## src/sv/mdsl_pkg.sv

```systemverilog
package mdsl_pkg;

    localparam int unsigned FUNC_W   = 2;
    localparam int unsigned SPEED_W  = 12;
    localparam int unsigned DUTY_W   = 10;
    localparam int unsigned MODE_W   = 2;
    localparam int unsigned CFG_IDX_W  = 2;
    localparam int unsigned CFG_DATA_W = 10;

    // Wide enough for speed differences and a four-fold step
    localparam int unsigned CALC_W = SPEED_W + 2;

    localparam logic [DUTY_W-1:0] DUTY_MAX = DUTY_W'(1023);

    typedef enum logic [FUNC_W-1:0] {
        FUNC_SPEED = 2'd0,
        FUNC_STOP  = 2'd1,
        FUNC_BRAKE = 2'd2
    } func_t;

    typedef enum logic [MODE_W-1:0] {
        RAMP_DIRECT = 2'd0,
        RAMP_SLEW   = 2'd1,
        RAMP_KICK   = 2'd2
    } ramp_mode_t;

    typedef enum logic [CFG_IDX_W-1:0] {
        REG_RAMP_MODE = 2'd0,
        REG_DUTY_STEP = 2'd1,
        REG_DEAD_ZONE = 2'd2
    } cfg_reg_t;

    localparam logic [MODE_W-1:0] RAMP_MODE_RESET = RAMP_KICK;
    localparam logic [DUTY_W-1:0] DUTY_STEP_RESET = DUTY_W'(8);
    localparam logic [DUTY_W-1:0] DEAD_ZONE_RESET = DUTY_W'(500);

    // Outcome of one command: duties plus the ramp state update
    typedef struct packed {
        logic                      state_we;
        logic signed [SPEED_W-1:0] last_speed;
        logic                      rotating;
        logic [DUTY_W-1:0]         forward_duty;
        logic [DUTY_W-1:0]         reverse_duty;
    } ramp_result_t;

endpackage

```

## src/sv/mdsl_ramp.sv

```systemverilog
module mdsl_ramp (
    input  logic [mdsl_pkg::FUNC_W-1:0]          func,
    input  logic signed [mdsl_pkg::SPEED_W-1:0]  speed,
    input  logic [mdsl_pkg::MODE_W-1:0]          ramp_mode,
    input  logic [mdsl_pkg::DUTY_W-1:0]          duty_step,
    input  logic [mdsl_pkg::DUTY_W-1:0]          dead_zone,
    input  logic signed [mdsl_pkg::SPEED_W-1:0]  last_speed,
    input  logic                                 rotating,
    output mdsl_pkg::ramp_result_t               result
);
    import mdsl_pkg::*;

    logic signed [CALC_W-1:0]  step_w;
    logic signed [CALC_W-1:0]  diff_w;
    logic signed [CALC_W-1:0]  prev_w;
    logic signed [CALC_W-1:0]  target_w;
    logic signed [CALC_W-1:0]  dz_w;
    logic signed [CALC_W-1:0]  limited_w;
    logic signed [SPEED_W-1:0] limited;
    logic signed [SPEED_W-1:0] shaped;
    logic signed [SPEED_W-1:0] clamped;
    logic                      fast_step;
    logic                      reach_dz;
    logic [SPEED_W-1:0]        mag;

    // Kick-off: four-fold step while stopped in the kick-off mode
    assign fast_step = (ramp_mode != RAMP_SLEW) && !rotating;
    assign step_w    = fast_step ? {2'b00, duty_step, 2'b00} : {4'b0000, duty_step};
    assign prev_w    = CALC_W'(last_speed);
    assign target_w  = CALC_W'(speed);
    assign diff_w    = target_w - prev_w;
    assign dz_w      = {4'b0000, dead_zone};

    always_comb begin
        if (diff_w > step_w) begin
            limited_w = prev_w + step_w;
        end else if (diff_w < -step_w) begin
            limited_w = prev_w - step_w;
        end else begin
            limited_w = target_w;
        end
    end

    // Always lies between last_speed and the command, so it fits
    assign limited  = limited_w[SPEED_W-1:0];
    assign reach_dz = (limited_w >= dz_w) || (limited_w <= -dz_w);

    always_comb begin
        result = '0;
        shaped = speed;
        case (ramp_mode)
            RAMP_DIRECT: begin
                shaped = speed;
            end
            RAMP_SLEW: begin
                shaped            = (speed == '0) ? speed : limited;
                result.state_we   = 1'b1;
                result.rotating   = rotating;
                result.last_speed = shaped;
            end
            default: begin
                // kick-off, also taken by the unused mode code
                result.state_we = 1'b1;
                if (speed == '0) begin
                    shaped          = speed;
                    result.rotating = 1'b0;
                end else begin
                    shaped          = limited;
                    result.rotating = rotating || reach_dz;
                end
                result.last_speed = shaped;
            end
        endcase

        if (shaped > SPEED_W'(1023)) begin
            clamped = SPEED_W'(1023);
        end else if (shaped < -SPEED_W'(1023)) begin
            clamped = -SPEED_W'(1023);
        end else begin
            clamped = shaped;
        end
        mag = clamped[SPEED_W-1] ? SPEED_W'(-clamped) : SPEED_W'(clamped);

        case (func)
            FUNC_SPEED: begin
                if (clamped[SPEED_W-1]) begin
                    result.reverse_duty = mag[DUTY_W-1:0];
                end else begin
                    result.forward_duty = mag[DUTY_W-1:0];
                end
            end
            FUNC_BRAKE: begin
                result.state_we     = 1'b0;
                result.forward_duty = DUTY_MAX;
                result.reverse_duty = DUTY_MAX;
            end
            default: begin
                // coast, also the unused func code
                result.state_we = 1'b0;
            end
        endcase
    end

endmodule

```

## src/sv/motor_duty_slew_limiter_unit.sv

```systemverilog
// Motor duty slew limiter: turns speed, coast and brake commands into the
// forward and reverse duty pair of an H-bridge.
//
// Input channel (s_valid/s_ready, s_func, s_speed): one command per beat.
// Result channel (m_valid/m_ready, m_forward_duty, m_reverse_duty): one
// duty pair per command, in command order. Config port (cfg_wr_en,
// cfg_index, cfg_wdata): ramp mode, duty step and dead zone. The user
// must write them only while no command is in flight; not enforced here.
//
// Path: an accepted beat enters the input register, then the ramp
// logic feeds the result register. Throughput: one beat per cycle while
// m_ready is high, set by the single register pair around the ramp logic,
// which also updates the ramp state in the same cycle.
// Reset (aresetn low, synchronous): both stages empty, ramp state back to
// stopped with last speed zero, registers back to kick-off mode, step 8,
// dead zone 500.
// Stall: while m_ready is low the result holds; one more beat is taken
// into the input register, after which s_ready drops.
module motor_duty_slew_limiter_unit (
    input  logic                                 aclk,
    input  logic                                 aresetn,
    input  logic                                 s_valid,
    output logic                                 s_ready,
    input  logic [mdsl_pkg::FUNC_W-1:0]          s_func,
    input  logic signed [mdsl_pkg::SPEED_W-1:0]  s_speed,
    output logic                                 m_valid,
    input  logic                                 m_ready,
    output logic [mdsl_pkg::DUTY_W-1:0]          m_forward_duty,
    output logic [mdsl_pkg::DUTY_W-1:0]          m_reverse_duty,
    input  logic                                 cfg_wr_en,
    input  logic [mdsl_pkg::CFG_IDX_W-1:0]       cfg_index,
    input  logic [mdsl_pkg::CFG_DATA_W-1:0]      cfg_wdata
);
    import mdsl_pkg::*;

    // configuration
    logic [MODE_W-1:0] ramp_mode_reg;
    logic [DUTY_W-1:0] duty_step_reg;
    logic [DUTY_W-1:0] dead_zone_reg;

    // input stage
    logic                      in_valid_reg;
    logic [FUNC_W-1:0]         in_func_reg;
    logic signed [SPEED_W-1:0] in_speed_reg;

    // ramp state
    logic signed [SPEED_W-1:0] last_speed_reg;
    logic                      rotating_reg;

    // result stage
    logic                  out_valid_reg;
    logic [DUTY_W-1:0]     fwd_duty_reg;
    logic [DUTY_W-1:0]     rev_duty_reg;

    ramp_result_t ramp_res;
    logic         advance;
    logic         take_in;

    // the input stage moves on when the result register is free or drains
    assign advance = in_valid_reg && (!out_valid_reg || m_ready);
    assign s_ready = !in_valid_reg || advance;
    assign take_in = s_valid && s_ready;

    mdsl_ramp u_ramp (
        .func       (in_func_reg),
        .speed      (in_speed_reg),
        .ramp_mode  (ramp_mode_reg),
        .duty_step  (duty_step_reg),
        .dead_zone  (dead_zone_reg),
        .last_speed (last_speed_reg),
        .rotating   (rotating_reg),
        .result     (ramp_res)
    );

    always_ff @(posedge aclk) begin
        if (!aresetn) begin
            ramp_mode_reg <= RAMP_MODE_RESET;
            duty_step_reg <= DUTY_STEP_RESET;
            dead_zone_reg <= DEAD_ZONE_RESET;
        end else if (cfg_wr_en) begin
            case (cfg_index)
                REG_RAMP_MODE: ramp_mode_reg <= cfg_wdata[MODE_W-1:0];
                REG_DUTY_STEP: duty_step_reg <= cfg_wdata[DUTY_W-1:0];
                REG_DEAD_ZONE: dead_zone_reg <= cfg_wdata[DUTY_W-1:0];
                default: ;     // writes beyond the map are dropped
            endcase
        end
    end

    always_ff @(posedge aclk) begin
        if (!aresetn) begin
            in_valid_reg <= 1'b0;
        end else if (s_ready) begin
            in_valid_reg <= s_valid;
        end
    end

    always_ff @(posedge aclk) begin
        if (take_in) begin
            in_func_reg  <= s_func;
            in_speed_reg <= s_speed;
        end
    end

    always_ff @(posedge aclk) begin
        if (!aresetn) begin
            last_speed_reg <= '0;
            rotating_reg   <= 1'b0;
        end else if (advance && ramp_res.state_we) begin
            last_speed_reg <= ramp_res.last_speed;
            rotating_reg   <= ramp_res.rotating;
        end
    end

    always_ff @(posedge aclk) begin
        if (!aresetn) begin
            out_valid_reg <= 1'b0;
        end else if (!out_valid_reg || m_ready) begin
            out_valid_reg <= in_valid_reg;
        end
    end

    always_ff @(posedge aclk) begin
        if (advance) begin
            fwd_duty_reg <= ramp_res.forward_duty;
            rev_duty_reg <= ramp_res.reverse_duty;
        end
    end

    assign m_valid        = out_valid_reg;
    assign m_forward_duty = fwd_duty_reg;
    assign m_reverse_duty = rev_duty_reg;

endmodule

```

## config.mk

```make
export PLATFORM = sky130hd
export DESIGN_NAME = motor_duty_slew_limiter_unit
export DESIGN_NICKNAME = d
export VERILOG_FILES = /design/src/sv/mdsl_pkg.sv /design/src/sv/mdsl_ramp.sv /design/src/sv/motor_duty_slew_limiter_unit.sv
export SDC_FILE = /design/constraint.sdc
export NUM_CORES = 1
export LEC_CHECK = 0
export BUFFER_PORTS_ARGS = -buffer_cell sky130_fd_sc_hd__buf_2
export CAP_MARGIN = 30
export CELL_PAD_IN_SITES_DETAIL_PLACEMENT = 0
export CELL_PAD_IN_SITES_GLOBAL_PLACEMENT = 1
export CORE_MARGIN = 5
export CORE_UTILIZATION = 37
export CTS_CLUSTER_DIAMETER = 40
export CTS_CLUSTER_SIZE = 12
export DETAILED_ROUTE_END_ITERATION = 10
export PLACE_DENSITY = 0.74
export SYNTH_ARGS = -nofsm -noshare
export SYNTH_HDL_FRONTEND = slang
export SYNTH_HIERARCHICAL = 1
export SYNTH_SLANG_ARGS = --single-unit
```

## constraint.sdc

```tcl
create_clock -name aclk -period 8.1 [get_ports aclk]
set_clock_uncertainty 0.05 [all_clocks]
set_input_delay 2.43 -clock aclk [delete_from_list [all_inputs] [get_ports aclk]]
set_output_delay 2.43 -clock aclk [all_outputs]
set_load 0.1 [all_outputs]
```

* Yosys cells after proc, flatten, opt, wreduce, memory -nomap -nowiden
Index checks and enable logic that the tools add are counted.
** Word-level totals
- Flip-flop bits (word level) :: 71
- Bits of input ports :: 31
- Logic and storage cells :: 62
** Cells by class
- Add/sub/neg operators :: 6
- $lt $le $gt $ge :: 6
- Equal/unequal tests :: 5
- Mux-type cells :: 14
- Bitwise logic cells :: 1
- Reductions and logical operators :: 19
** Operator list (count)
- 2-to-1 mux 12 bit :: 5
- one-hot mux 20 bit (2 select lines) :: 1
- 2-to-1 mux 10 bit :: 3
- 2-to-1 mux 14 bit :: 2
- one-hot mux 14 bit (2 select lines) :: 1
- adder 12 x 13 -> 14 bit :: 1
- greater-or-equal comparator 14 x 11 -> 1 bit :: 1
- > comparator 14 bit :: 1
- <= comparator 14 bit :: 1
- less-than comparator 14 bit :: 1
- negation 10 -> 14 bit :: 1
- negation 14 bit :: 1
- subtractor 12 x 13 -> 14 bit :: 1
- subtractor 12 x 12 -> 13 bit :: 1
- > comparator 12 x 11 -> 1 bit, second input constant :: 1
- zero test 12 bit :: 1
- less-than comparator 12 x 11 -> 1 bit, second input constant :: 1
- negation 10 bit :: 1
- AND reduction 2 bit :: 4
- zero test 2 bit :: 3
- == test 2 x 1 -> 1 bit, second input constant :: 2
- == test 2 bit, second input constant :: 2
- logical AND 1 bit :: 4
- logical OR 1 bit :: 4
- 4 further kinds :: 7

* Logic depth before layout (Yosys ltp)
Gate-level depths: netlist (run 1).
- Depth after elaboration :: 16
- Gate-level depth with buffers :: 34
- Depth with buffers taken out :: 32

* Cells and area by module
The synthesis (run 1) kept the hierarchy.
** By module, submodules not included
- mdsl_ramp :: instances 1, cells each 725, area each 4824.6 µm²
- motor_duty_slew_limiter_unit :: instances 1, cells each 186, area each 2421.1 µm²

* Worst setup path before layout (run 1)
OpenSTA, ideal clock, no wires.
- Path type :: flip-flop to flip-flop
- Start point :: register ramp_mode_reg[1]
- End point :: register rev_duty_reg[6], in the netlist m_reverse_duty[6], data pin
- Library setup time :: 0.273 ns
- Data arrival time :: 5.993 ns
- Data required time :: 7.777 ns
- Setup slack :: 1.784 ns
- Cell stages (with the launch flop) :: 28
- Buffers on the path :: 2
- Clock period less this slack :: 6.316 ns
- Cells stage by stage :: dfxtp_1 -> nand2b_1 -> nand2_1 -> clkbuf_1 -> nand2_1 -> ha_1 -> xnor2_1 -> ha_1 -> o21ai_0 -> a21oi_1 -> o41ai_1 -> a221oi_1 -> o22ai_2 -> o2111ai_4 -> a2111oi_1 -> nor4_4 -> and2_1 -> or3_1 -> o31ai_1 -> ha_1 -> clkbuf_1 -> a211oi_1 -> and2_1 -> ha_1 -> nand3_1 -> nor3_1 -> xor2_1 -> o21ai_0
** RTL lines
- from (decl) :: line motor_duty_slew_limiter_unit.sv:37 : logic [MODE_W-1:0] ramp_mode_reg;
- from (signal assigned) :: line motor_duty_slew_limiter_unit.sv:82 : REG_RAMP_MODE: ramp_mode_reg <= cfg_wdata[MODE_W-1:0];
- to (signal assigned) :: line motor_duty_slew_limiter_unit.sv:126 : rev_duty_reg <= ramp_res.reverse_duty;
- to (decl) :: line motor_duty_slew_limiter_unit.sv:53 : logic [DUTY_W-1:0] rev_duty_reg;

==> results of run 1 <==
routing by layer:
layer	up-vias	share of wire	track usage	wire, µm
li1	3407	-	-	-
met1	3202	0.47	0.274	10100
met2	191	0.45	0.304	9790
met3	34	0.058	0.0336	1260
met4	0	0.023	0.0590	499
met5	-	0	0	0
critical path, delay by kind of cell (launching register included):
kind | cells | cell delay (ns)
compound gates | 9 | 2.42
xor+xnor | 2 | 0.28
fa+ha+maj | 4 | 1.29
buf+inv | 1 | 0.19
flops | 1 | 0.45
simple gates | 11 | 2.49
cell type report:
| cell class | count | area (µm²) |
|---|---|---|
| multi-input combinational | 741 | 5090 |
| inverter | 64 | 240 |
| sequential | 71 | 1760 |
| clock buffer | 13 | 293 |
| tap | 265 | 332 |
| timing repair buffer | 68 | 393 |
| clock inverter | 3 | 68.8 |
| fill | 1984 | 11200 |
cells in the final DEF (no fill, tap or decap), drive strengths merged, types with 11 or more instances in the layout:
cell type / Yosys / layout
a21o: 11 / 11
a21oi: 45 / 45
and2: 13 / 13
buf: 12 / 68
clkbuf: 23 / 13
dfxtp: 37 / 37
edfxtp: 34 / 34
ha: 79 / 79
inv: 63 / 63
mux2i: 27 / 27
nand2: 103 / 103
nand2b: 15 / 15
nand3: 34 / 34
nor2: 77 / 77
nor2b: 14 / 14
nor3: 28 / 28
nor4: 16 / 16
o211ai: 13 / 13
o21a: 13 / 13
o21ai: 73 / 73
or3: 12 / 12
xnor2: 30 / 30
cell usage after synthesis, types with 5 or more instances:
cell type	instances	share of area
sky130_fd_sc_hd__nor3_1	25	0.017
sky130_fd_sc_hd__o21a_1	13	0.013
sky130_fd_sc_hd__a21oi_1	43	0.030
sky130_fd_sc_hd__nor2b_1	12	0.010
sky130_fd_sc_hd__edfxtp_1	34	0.14
sky130_fd_sc_hd__clkbuf_1	23	0.012
sky130_fd_sc_hd__nor4_1	13	0.011
sky130_fd_sc_hd__a211oi_1	8	0.0083
sky130_fd_sc_hd__mux2i_1	27	0.037
sky130_fd_sc_hd__inv_1	61	0.032
sky130_fd_sc_hd__nand2_1	103	0.053
sky130_fd_sc_hd__nand2b_1	15	0.013
sky130_fd_sc_hd__o22ai_1	7	0.0060
sky130_fd_sc_hd__dfxtp_1	37	0.10
sky130_fd_sc_hd__nor2_1	76	0.039
sky130_fd_sc_hd__o21ai_0	58	0.040
sky130_fd_sc_hd__and3_1	7	0.0060
sky130_fd_sc_hd__nand3_1	34	0.023
sky130_fd_sc_hd__or3_1	12	0.010
sky130_fd_sc_hd__nand4_1	7	0.0060
sky130_fd_sc_hd__or2_2	6	0.0052
sky130_fd_sc_hd__buf_2	6	0.0041
sky130_fd_sc_hd__ha_1	79	0.14
sky130_fd_sc_hd__a31oi_1	7	0.0060
sky130_fd_sc_hd__xor2_1	7	0.0085
sky130_fd_sc_hd__xnor2_1	30	0.036
sky130_fd_sc_hd__o41ai_1	5	0.0060
sky130_fd_sc_hd__a22oi_1	5	0.0052
sky130_fd_sc_hd__o211ai_1	11	0.011
sky130_fd_sc_hd__a21o_1	11	0.011
sky130_fd_sc_hd__o21ai_1	14	0.0097
sky130_fd_sc_hd__and2_1	13	0.011
cell families after synthesis:
kind of cell / count (synthesis) / share of synthesized area
compound gates: 242 / 0.228
xor+xnor: 37 / 0.0447
fa+ha+maj: 85 / 0.149
buf+inv: 99 / 0.0549
flops: 71 / 0.243
mux: 27 / 0.0373
simple gates: 350 / 0.243
power groups by stage:
stage | Sequential (µW) | Clock [µW] | Combinational, µW
CTS | 428 | 478 | 831
detailed placement | 436 | 0 | 827
global route | 431 | 497 | 927
floorplan | 510 | 0 | 546
finish | 428 | 466 | 842
global placement | 436 | 0 | 827
per-stage QoR:
| stage | hold WS, ns | cells |
|---|---|---|
| 2_1_floorplan | 0.388 | 911 |
| 3_3_place_gp | 0.440 | 1208 |
| 3_5_place_dp | 0.445 | 1209 |
| 4_1_cts | 0.451 | 1225 |
| 5_1_grt | 0.494 | 1225 |
| 6_report | 0.448 | 1225 |
how the worst max path moves through the flow:
stage	start	slack, ns	end	cells past startpoint
finish	ramp_mode_reg[1]	0.61	m_reverse_duty[8]	27
global route	last_speed_reg[1]	0.02	m_reverse_duty[6]	29
detailed placement	last_speed_reg[1]	0.70	m_reverse_duty[6]	29
CTS	last_speed_reg[1]	0.67	m_reverse_duty[6]	29
global placement	ramp_mode_reg[1]	0.86	m_reverse_duty[6]	27
floorplan	ramp_mode_reg[1]	1.78	m_reverse_duty[6]	27
==> Implementation_results.wiki, run 1 <==
{| class="wikitable"
! Metric !! Value
|-
| Syn Nets || slightly above 1000
|-
| Period Utilization, post-route || 0.924
|-
| Average wire length per cell after detail routing || around 18 µm
|-
| Pwr Total || ~1700 µW
|-
| Pin count of the biggest net entering global routing || between 40 and 50
|-
| Height of the die || 150 µm
|-
| Area after DPL || about 8000 µm²
|-
| Largest incremental delay on the critical path || 0.64 ns
|-
| Synthesis-stage register bit count || 71
|-
| Setup repair after global routing missed its margin || false
|-
| Switching share of power || 0.413
|-
| Count of nets after finishing || 1068
|-
| Tightest Pin Transition || roughly 0.99 ns
|-
| Final ANT Viol Nets || 0
|-
| Final WS setup || around 0.61 ns
|-
| Wire length of the first global-routing pass || between 30 and 40 mm
|-
| Min Clock Period, post-route || around 7.5 ns
|-
| Internal power contribution || between 1000 and 1500 µW
|-
| Post-synthesis instance area || a little over 7000 µm²
|-
| Area of the core region || 19400 µm²
|-
| Switching power summed over all nets || ~700 µW
|-
| Total congestion overflow || 0
|-
| Critical-path cell with the highest stage delay || sky130_fd_sc_hd__a2111oi_1
|-
| CTS H-tree depth || 3
|-
| Element type at the critical path start || flop
|-
| Detailed Routing Iterations Pass 1 || 5
|-
| Power density of the placed cells || around 210 nW/µm²
|-
| Number of buffers added to fix hold violations after cts || 0
|-
| Starting density of the core || 0.374
|-
| Post-synth EDFFs || 34
|-
| FFs w/ async S/R, synth || 0
|-
| Deepest clock path buffer count || 2
|-
| Proportion of power drawn by combinational gates || 0.485
|-
| Synthesis warning total || 6
|-
| Final setup vio count || 0
|-
| Worst hold path depth || 2
|-
| Post-CTS setup buffer count || 0
|-
| Root Driver || sky130_fd_sc_hd__clkbuf_16
|-
| Worst Setup Path Type || reg -> reg
|-
| Cell Rows || 51
|-
| Vias in the first global route || around 6400
|-
| Syn-to-layout area delta || 12.8%
|-
| Result of the run || complete, no violations
|-
| Worst IR Drop VDD || between 100 and 150 µV
|-
| Floorplan die area || 22500 µm²
|-
| Worst-case reg-to-reg path depth || 27
|-
| Worst endpoint data arrival time || 7.48 ns
|-
| Starting DRC count in detailed routing || between 400 and 500
|-
| RR Startpoint || ramp_mode_reg[1]
|-
| Final Max Slew Viols || 0
|-
| Mean instance size in the synthesized netlist || a little under 8 µm²
|-
| Number of distinct library cells after synthesis || approximately 90
|-
| Clock power frac || 0.268
|-
| Routability-driven placement congestion ratio || roughly 0.93
|-
| Sequential share of power || 0.246
|-
| Layout cell share with drive strength beyond 1 || 0.123
|-
| Total global-route track usage || 0.194
|-
| TritonCTS Buffers || 9
|-
| Post-Place Worst Slack || around 0.7 ns
|-
| Width of the chip || ~150 µm
|-
| Part of the Yosys area used for sequential elements || 0.243
|-
| Maximum frequency from static timing analysis || approximately 130 MHz
|-
| Clock tree from TritonCTS || yes
|-
| Crit-path most repeated cell || sky130_fd_sc_hd__ha_1
|-
| Final hold vios || 0
|-
| Drt drc || 0
|-
| Type of element capturing the critical path || flop
|-
| Number of antenna violations at the first check in global routing || 0
|-
| Quantity of I/O buffers inserted on ports || 52
|-
| Detailed placement HPWL || 17.6 mm
|-
| Post-Synthesis Cells || 911
|-
| Via Count || between 6000 and 7000
|-
| Number of clock sinks || between 70 and 80
|-
| Headroom to the max-slew limit || 0.339
|-
| Insertion delay of the later-clocked pin in the worst-skew pair || ~0.34 ns
|-
| Required time of the critical path || between 8 and 9 ns
|-
| PostCTS Resize Cnt || 0
|-
| Post-route cell area || a little over 8000 µm²
|-
| End of the worst register-to-register path || m_reverse_duty[8]
|-
| Number of antenna cells inserted || 0
|-
| IO Count || 53
|-
| Min-Delay Startpoint || dead_zone_reg[9]
|-
| Reg-to-reg slack, setup || between 0.6 and 0.7 ns
|-
| Max_cap viols || 0
|-
| Clk slew on worst S/H paths || roughly 0.060 ns
|-
| Sum of routed wire length over all layers || between 20 and 25 mm
|-
| Classification of the worst-slack hold path || reg -> reg
|-
| Hold worst-path end || dead_zone_reg[9]
|-
| Peak fanout along the critical path || 15
|-
| Primary flip-flop cell chosen by synthesis mapping || sky130_fd_sc_hd__dfxtp_1
|-
| Static leakage || about 0.0035 µW
|-
| DR vias/cell || 5.58
|-
| Share of the core filled with cells || 0.421
|-
| Setup TNS after final layout || 0 ns
|}
(Power assumes the default switching activity.)
==> inputs of run 2 (changes only) <==
- BUFFER_PORTS_ARGS: -buffer_cell sky130_fd_sc_hd__buf_2 -> -buffer_cell sky130_fd_sc_hd__buf_4
==> Implementation_results.wiki, run 2 (same netlist as run 1, synthesis figures left out) <==
{| class="wikitable"
! Metric !! Value
|-
| Power density of the placed cells || 208 nW/µm² (-2.2%)
|-
| Total global-route track usage || 0.197 (+0.00210)
|-
| Syn-to-layout area delta || 13.9%
|-
| Deepest clock path buffer count || 2 (unchanged)
|-
| TritonCTS Buffers || 9 (unchanged)
|-
| Placed Cells incl. Taps || 1209 (unchanged)
|-
| Sequential share of power || 0.250 (+0.004)
|-
| Wire length of the first global-routing pass || 34.6 mm (+0.44%)
|-
| Post-CTS setup buffer count || 0 (unchanged)
|-
| Final Max Slew Viols || 0 (unchanged)
|-
| Clock power frac || 0.252 (-0.016)
|-
| Final ANT Viol Nets || 0 (unchanged)
|-
| Number of antenna violations at the first check in global routing || 0 (unchanged)
|-
| Starting density of the core || 0.374 (unchanged)
|-
| Routability-driven placement congestion ratio || 0.922 (-0.70%)
|-
| Insertion delay of the later-clocked pin in the worst-skew pair || 0.34 ns (about the same)
|-
| Maximum frequency from static timing analysis || 133 MHz (-0.75%)
|-
| Internal power contribution || 990 µW (-2.8%)
|-
| Layout cell share with drive strength beyond 1 || 0.122 (-0.00104)
|-
| Worst IR Drop VDD || 96.2 µV (-28%)
|-
| Min Clock Period, post-route || 7.54 ns (+0.0563 ns)
|-
| Clock tree from TritonCTS || yes
|-
| Starting DRC count in detailed routing || 471 (+3.1%)
|-
| Largest incremental delay on the critical path || 0.55 ns (-0.09 ns)
|-
| Combined area of the multi-input logic cells || 5090 µm² (unchanged)
|-
| Clk slew on worst S/H paths || 0.06 ns (about the same)
|-
| Via Count || 6853 (+0.28%)
|-
| Type of element capturing the critical path || flop
|-
| Cell Rows || 51 (unchanged)
|-
| Vias in the first global route || 6421 (-0.078%)
|-
| Area taken by flip-flops and latches || 1760 µm² (unchanged)
|-
| Total congestion overflow || 0 (unchanged)
|-
| Sum of routed wire length over all layers || 22.0 mm (+1.8%)
|-
| DR vias/cell || 5.59 (+0.28%)
|-
| Proportion of power drawn by combinational gates || 0.497 (+0.012)
|-
| Peak fanout along the critical path || 13 (-2)
|-
| Floorplan die area || 22500 µm² (unchanged)
|-
| Setup TNS after final layout || 0 ns (unchanged)
|-
| Number of clock sinks || 71 (unchanged)
|-
| Switching share of power || 0.422 (+0.00917)
|-
| Worst Setup Path Type || reg -> reg
|-
| Average wire length per cell after detail routing || 18.0 µm (+1.8%)
|-
| Count of nets after finishing || 1068 (unchanged)
|-
| Headroom to the max-slew limit || 0.346 (+0.00634)
|-
| Drt drc || 0 (unchanged)
|-
| Static leakage || 0.00351 µW (+0.67%)
|-
| PostCTS Resize Cnt || 0 (unchanged)
|-
| Quantity of I/O buffers inserted on ports || 52 (unchanged)
|-
| Result of the run || complete, no violations
|-
| Family with the most delay on the worst path || simple AND/OR/NAND/NOR gates
|-
| Critical-path cell with the highest stage delay || sky130_fd_sc_hd__dfxtp_1
|-
| Worst endpoint data arrival time || 7.55 ns (+0.07 ns)
|-
| Most common cell after layout, fill and taps aside || sky130_fd_sc_hd__nand2_1
|-
| Switching power summed over all nets || 724 µW (+0.93%)
|-
| Final setup vio count || 0 (unchanged)
|-
| Tightest Pin Transition || 0.980 ns (-0.00950 ns)
|-
| Setup repair after global routing missed its margin || false
|-
| FILL cells || 1997 (+0.66%)
|-
| Classification of the worst-slack hold path || reg -> reg
|-
| Root Driver || sky130_fd_sc_hd__clkbuf_16
|-
| Number of buffers added to fix hold violations after cts || 0 (unchanged)
|-
| Height of the die || 150 µm (unchanged)
|-
| Number of non-filler instances in the completed layout || 1225 (unchanged)
|-
| Critical path buffer and inverter count || 2 (+1)
|-
| Required time of the critical path || 8.10 ns (about the same)
|-
| Crit-path most repeated cell || sky130_fd_sc_hd__ha_1
|-
| Leading cell types in the layout, fill and taps excluded || sky130_fd_sc_hd__nand2_1, sky130_fd_sc_hd__ha_1, sky130_fd_sc_hd__nor2_1
|-
| Element type at the critical path start || flop
|-
| Detailed placement HPWL || 17.8 mm (+1.6%)
|-
| Period Utilization, post-route || 0.931 (+0.00695)
|-
| Area of the core region || 19400 µm² (unchanged)
|-
| Detailed Routing Iterations Pass 1 || 5 (unchanged)
|-
| IO Count || 53 (unchanged)
|-
| Width of the chip || 150 µm (unchanged)
|-
| Final hold vios || 0 (unchanged)
|-
| Pin count of the biggest net entering global routing || 61 (+27%)
|-
| Number of antenna cells inserted || 0 (unchanged)
|-
| CTS H-tree depth || 3 (unchanged)
|-
| Max_cap viols || 0 (unchanged)
|-
| Share of the core filled with cells || 0.425 (+0.00406)
|}
## run 2: changes by cell type in the layout (fill, tap and decap cells not counted), sizes merged
| cell | delta |
|---|---|
| clkbuf | -2 |
| clkinv | +1 |
| inv | +1 |
## run 2: worst paths after layout
kind                startpoint                end  slack [ns]  depth (start not counted)
max reg2reg  last_speed_reg[1]  m_reverse_duty[6]        0.56                         30
max          last_speed_reg[1]  m_reverse_duty[6]        0.56                         30
min           dead_zone_reg[9]   dead_zone_reg[9]        0.45                          2
min reg2reg   dead_zone_reg[9]   dead_zone_reg[9]        0.45                          2
## run 2: worst register-to-register path, delay by kind of cell (launching register included)
| family | cells | cell delay [ns] |
|---|---|---|
| fa+ha+maj | 4 | 1.19 |
| buf+inv | 2 | 0.36 |
| simple gates | 13 | 2.62 |
| compound gates | 9 | 2.25 |
| flops | 1 | 0.55 |
| xor+xnor | 2 | 0.26 |
## run 2: through the flow
stage               hold WS (ns)  power, µW  setup slack [ns]  area, µm²
floorplan                  0.388       1060              1.78       7250
global placement           0.441       1280             0.885       7930
detailed placement         0.446       1270             0.677       7930
CTS                        0.455       1720             0.649       8250
global route               0.480       1830             0.116       8250
finish                     0.446       1710             0.558       8250
## run 2: final cells by class
class | count | share of cell area
repair buffers | 68 | 0.0619
well taps | 265 | 0.0402
multi-input cells | 741 | 0.616
clock inverters | 5 | 0.00970
inverters | 64 | 0.0291
clock buffers | 11 | 0.0294
flip-flops and latches | 71 | 0.213
## run 2: per-layer routing
layer	wire length [µm]	track usage
met4	434	0.0499
met2	9910	0.308
met1	10300	0.278
met3	1380	0.0388
met5	0	0
## run 2: power groups by stage
| stage | Clock, µW | Combinational [µW] | Sequential, µW |
|---|---|---|---|
| after floorplan | 0 | 546 | 510 |
| after global placement | 0 | 840 | 436 |
| after detailed placement | 0 | 837 | 437 |
| after CTS | 445 | 841 | 429 |
| after global routing | 461 | 936 | 432 |
| final | 433 | 853 | 429 |
==> inputs of run 3 (changes only) <==
--- a/config.mk
+++ b/config.mk
@@ -12,3 +12,3 @@
 export CORE_MARGIN = 5
-export CORE_UTILIZATION = 37
+export CORE_UTILIZATION = 47
 export CTS_CLUSTER_DIAMETER = 40
@@ -16,3 +16,3 @@
 export DETAILED_ROUTE_END_ITERATION = 10
-export PLACE_DENSITY = 0.74
+export PLACE_DENSITY = 0.89
 export SYNTH_ARGS = -nofsm -noshare
==> constraint.sdc (replaced) <==
create_clock -name aclk -period 7.3 [get_ports aclk]
set_clock_uncertainty 0.05 [all_clocks]
set_input_delay 2.19 -clock aclk [delete_from_list [all_inputs] [get_ports aclk]]
set_output_delay 2.19 -clock aclk [all_outputs]
set_load 0.01 [all_outputs]
==> Implementation_results.wiki, run 3 (same netlist as run 1, synthesis figures left out) <==
{| class="wikitable"
! Metric !! Value
|-
| CTS H-tree depth || 3 (unchanged)
|-
| Vias in the first global route || 6302 (-1.9%)
|-
| Crit path from || in_speed_reg[0]
|-
| Leading cell types in the layout, fill and taps excluded || sky130_fd_sc_hd__nand2_1, sky130_fd_sc_hd__ha_1, sky130_fd_sc_hd__nor2_1
|-
| Pwr Total || 1870 µW (+9.0%)
|-
| Element type at the critical path start || flop
|-
| Starting DRC count in detailed routing || 605 (+28%)
|-
| Setup TNS after final layout || 0 ns (unchanged)
|-
| Final setup vio count || 0 (unchanged)
|-
| Power density of the placed cells || 226 nW/µm² (+8.8%)
|-
| Crit-path most repeated cell || sky130_fd_sc_hd__ha_1
|-
| Maximum frequency from static timing analysis || 147 MHz (+11%)
|-
| Drt drc || 0 (unchanged)
|-
| Total global-route track usage || 0.232 (+0.0355)
|-
| Classification of the worst-slack hold path || reg -> reg
|-
| TritonCTS Buffers || 9 (unchanged)
|-
| Routability-driven placement congestion ratio || 0.949 (+3.0%)
|-
| Min Clock Period, post-route || 6.81 ns (-0.727 ns)
|-
| Worst Setup Path Type || reg -> reg
|-
| Final Max Slew Viols || 0 (unchanged)
|-
| Reg-to-reg slack, setup || 0.49 ns (-0.07 ns)
|-
| Pin count of the biggest net entering global routing || 61 (unchanged)
|-
| Syn-to-layout area delta || 14.1%
|-
| Setup repair after global routing missed its margin || false
|-
| Count of nets after finishing || 1074 (+0.56%)
|-
| Headroom to the max-slew limit || 0.357 (+0.0115)
|-
| Cell Rows || 45 (-12%)
|-
| Min-Delay Startpoint || dead_zone_reg[9]
|-
| Total congestion overflow || 0 (unchanged)
|-
| IO Count || 53 (unchanged)
|-
| Floorplan die area || 18000 µm² (-20%)
|-
| Layout cell share with drive strength beyond 1 || 0.134 (+0.0117)
|-
| Deepest clock path buffer count || 2 (unchanged)
|-
| Required time of the critical path || 7.30 ns (-0.80 ns)
|-
| Max_cap viols || 0 (unchanged)
|-
| Final hold vios || 0 (unchanged)
|-
| Area of the core region || 15100 µm² (-22%)
|-
| Worst hold margin || 0.443 ns (-0.00341 ns)
|-
| DR vias/cell || 5.99 (+7.2%)
|-
| Wire length of the first global-routing pass || 33.4 mm (-3.6%)
|-
| Post-CTS setup buffer count || 0 (unchanged)
|-
| Peak fanout along the critical path || 21 (+8)
|-
| Critical-path cell with the highest stage delay || sky130_fd_sc_hd__fa_1
|-
| Via Count || 6918 (+0.95%)
|-
| Number of clock sinks || 71 (unchanged)
|-
| Area taken by flip-flops and latches || 1760 µm² (unchanged)
|-
| Starting density of the core || 0.478 (+0.105)
|-
| Most common cell after layout, fill and taps aside || sky130_fd_sc_hd__nand2_1
|-
| Detailed placement HPWL || 17.1 mm (-4.3%)
|-
| Period Utilization, post-route || 0.933 (+0.00240)
|-
| Tightest Pin Transition || 0.963 ns (-0.0172 ns)
|-
| RR Startpoint || in_speed_reg[0]
|-
| Largest incremental delay on the critical path || 0.45 ns (-0.10 ns)
|-
| Critical path buffer and inverter count || 3 (+1)
|-
| Detailed Routing Iterations Pass 1 || 6 (+1)
|-
| Average wire length per cell after detail routing || 18.4 µm (+2.3%)
|-
| Clock tree from TritonCTS || yes
|-
| Type of element capturing the critical path || flop
|-
| Family with the most delay on the worst path || simple AND/OR/NAND/NOR gates
|-
| Insertion delay of the later-clocked pin in the worst-skew pair || 0.33 ns (about the same)
|-
| Worst endpoint data arrival time || 6.81 ns (-0.74 ns)
|-
| Root Driver || sky130_fd_sc_hd__clkbuf_16
|-
| Quantity of I/O buffers inserted on ports || 52 (unchanged)
|-
| Result of the run || complete, no violations
|-
| Sum of routed wire length over all layers || 21.2 mm (-3.6%)
|-
| Combined area of the multi-input logic cells || 5130 µm² (+0.89%)
|-
| Number of antenna cells inserted || 0 (unchanged)
|-
| Final ANT Viol Nets || 0 (unchanged)
|-
| Height of the die || 134 µm (-11%)
|-
| Number of antenna violations at the first check in global routing || 0 (unchanged)
|-
| Width of the chip || 134 µm (-11%)
|-
| Worst IR Drop VDD || 134 µV (+40%)
|-
| Static leakage || 0.00356 µW (+1.2%)
|-
| FILL cells || 1443 (-28%)
|-
| Clk slew on worst S/H paths || 0.06 ns (about the same)
|}
## run 3: cell types whose count changed in the layout (fill, tap and decap cells not counted), sizes merged
cell,change
buf,+6
bufinv,+1
clkinv,-1
clkinvlp,+1
inv,-1
## run 3: final timing paths
kind                       endpoint  cells after the start
setup / recovery  m_reverse_duty[6]                     31
hold / removal     dead_zone_reg[9]                      2
setup reg to reg  m_reverse_duty[6]                     31
hold reg to reg    dead_zone_reg[9]                      2
## run 3: area by class of cell
cell class                 count  area share
sequential                    71       0.213
timing repair buffer          74      0.0677
multi-input combinational    741       0.621
clock buffer                  11      0.0282
tap                          188      0.0285
inverter                      64      0.0291
clock inverter                 5      0.0129
## run 3: power by group
part           switching [µW]  internal [µW]  leakage (µW)
sequential               22.0            453      0.000628
combinational             535            352       0.00277
clock                     172            335      0.000160
total                     729           1140       0.00356
## run 3: metrics by stage
stage               cells  setup slack (ns)  instance area (µm²)   util
CTS                  1154             0.294                 8220  0.543
floorplan             911             0.984                 7250      -
global placement     1138             0.579                 7880  0.520
global route         1154           0.00257                 8270  0.546
detailed placement   1138             0.392                 7880  0.520
finish               1154             0.486                 8270  0.546
## run 3: per-layer routing
| layer | vias to the layer above | GRT usage | routed length, µm |
|---|---|---|---|
| met1 | 3228 | 0.327 | 9500 |
| met5 | - | 0 | 0 |
| met3 | 26 | 0.0390 | 1500 |
| met4 | 0 | 0.0617 | 411 |
| met2 | 240 | 0.369 | 9830 |
| li1 | 3424 | - | - |
## run 3: worst register-to-register path, delay by kind of cell, from the launching register on
family                     cells  cell delay (ns)
AOI/OAI and AO/OA              9             1.72
adders and majority gates      5             1.49
xor gates and xnor gates       2             0.33
and+or+nand+nor               12             2.17
buffers and inverters          3             0.35
DFF                            1             0.41
## run 3: repair_timing
| item | 4_1_cts | 5_1_grt |
|---|---|---|
| endpoints found under the setup margin | 0 | 5 |
| hold buffers | 0 | 0 |
| resized for setup | 0 | 9 |
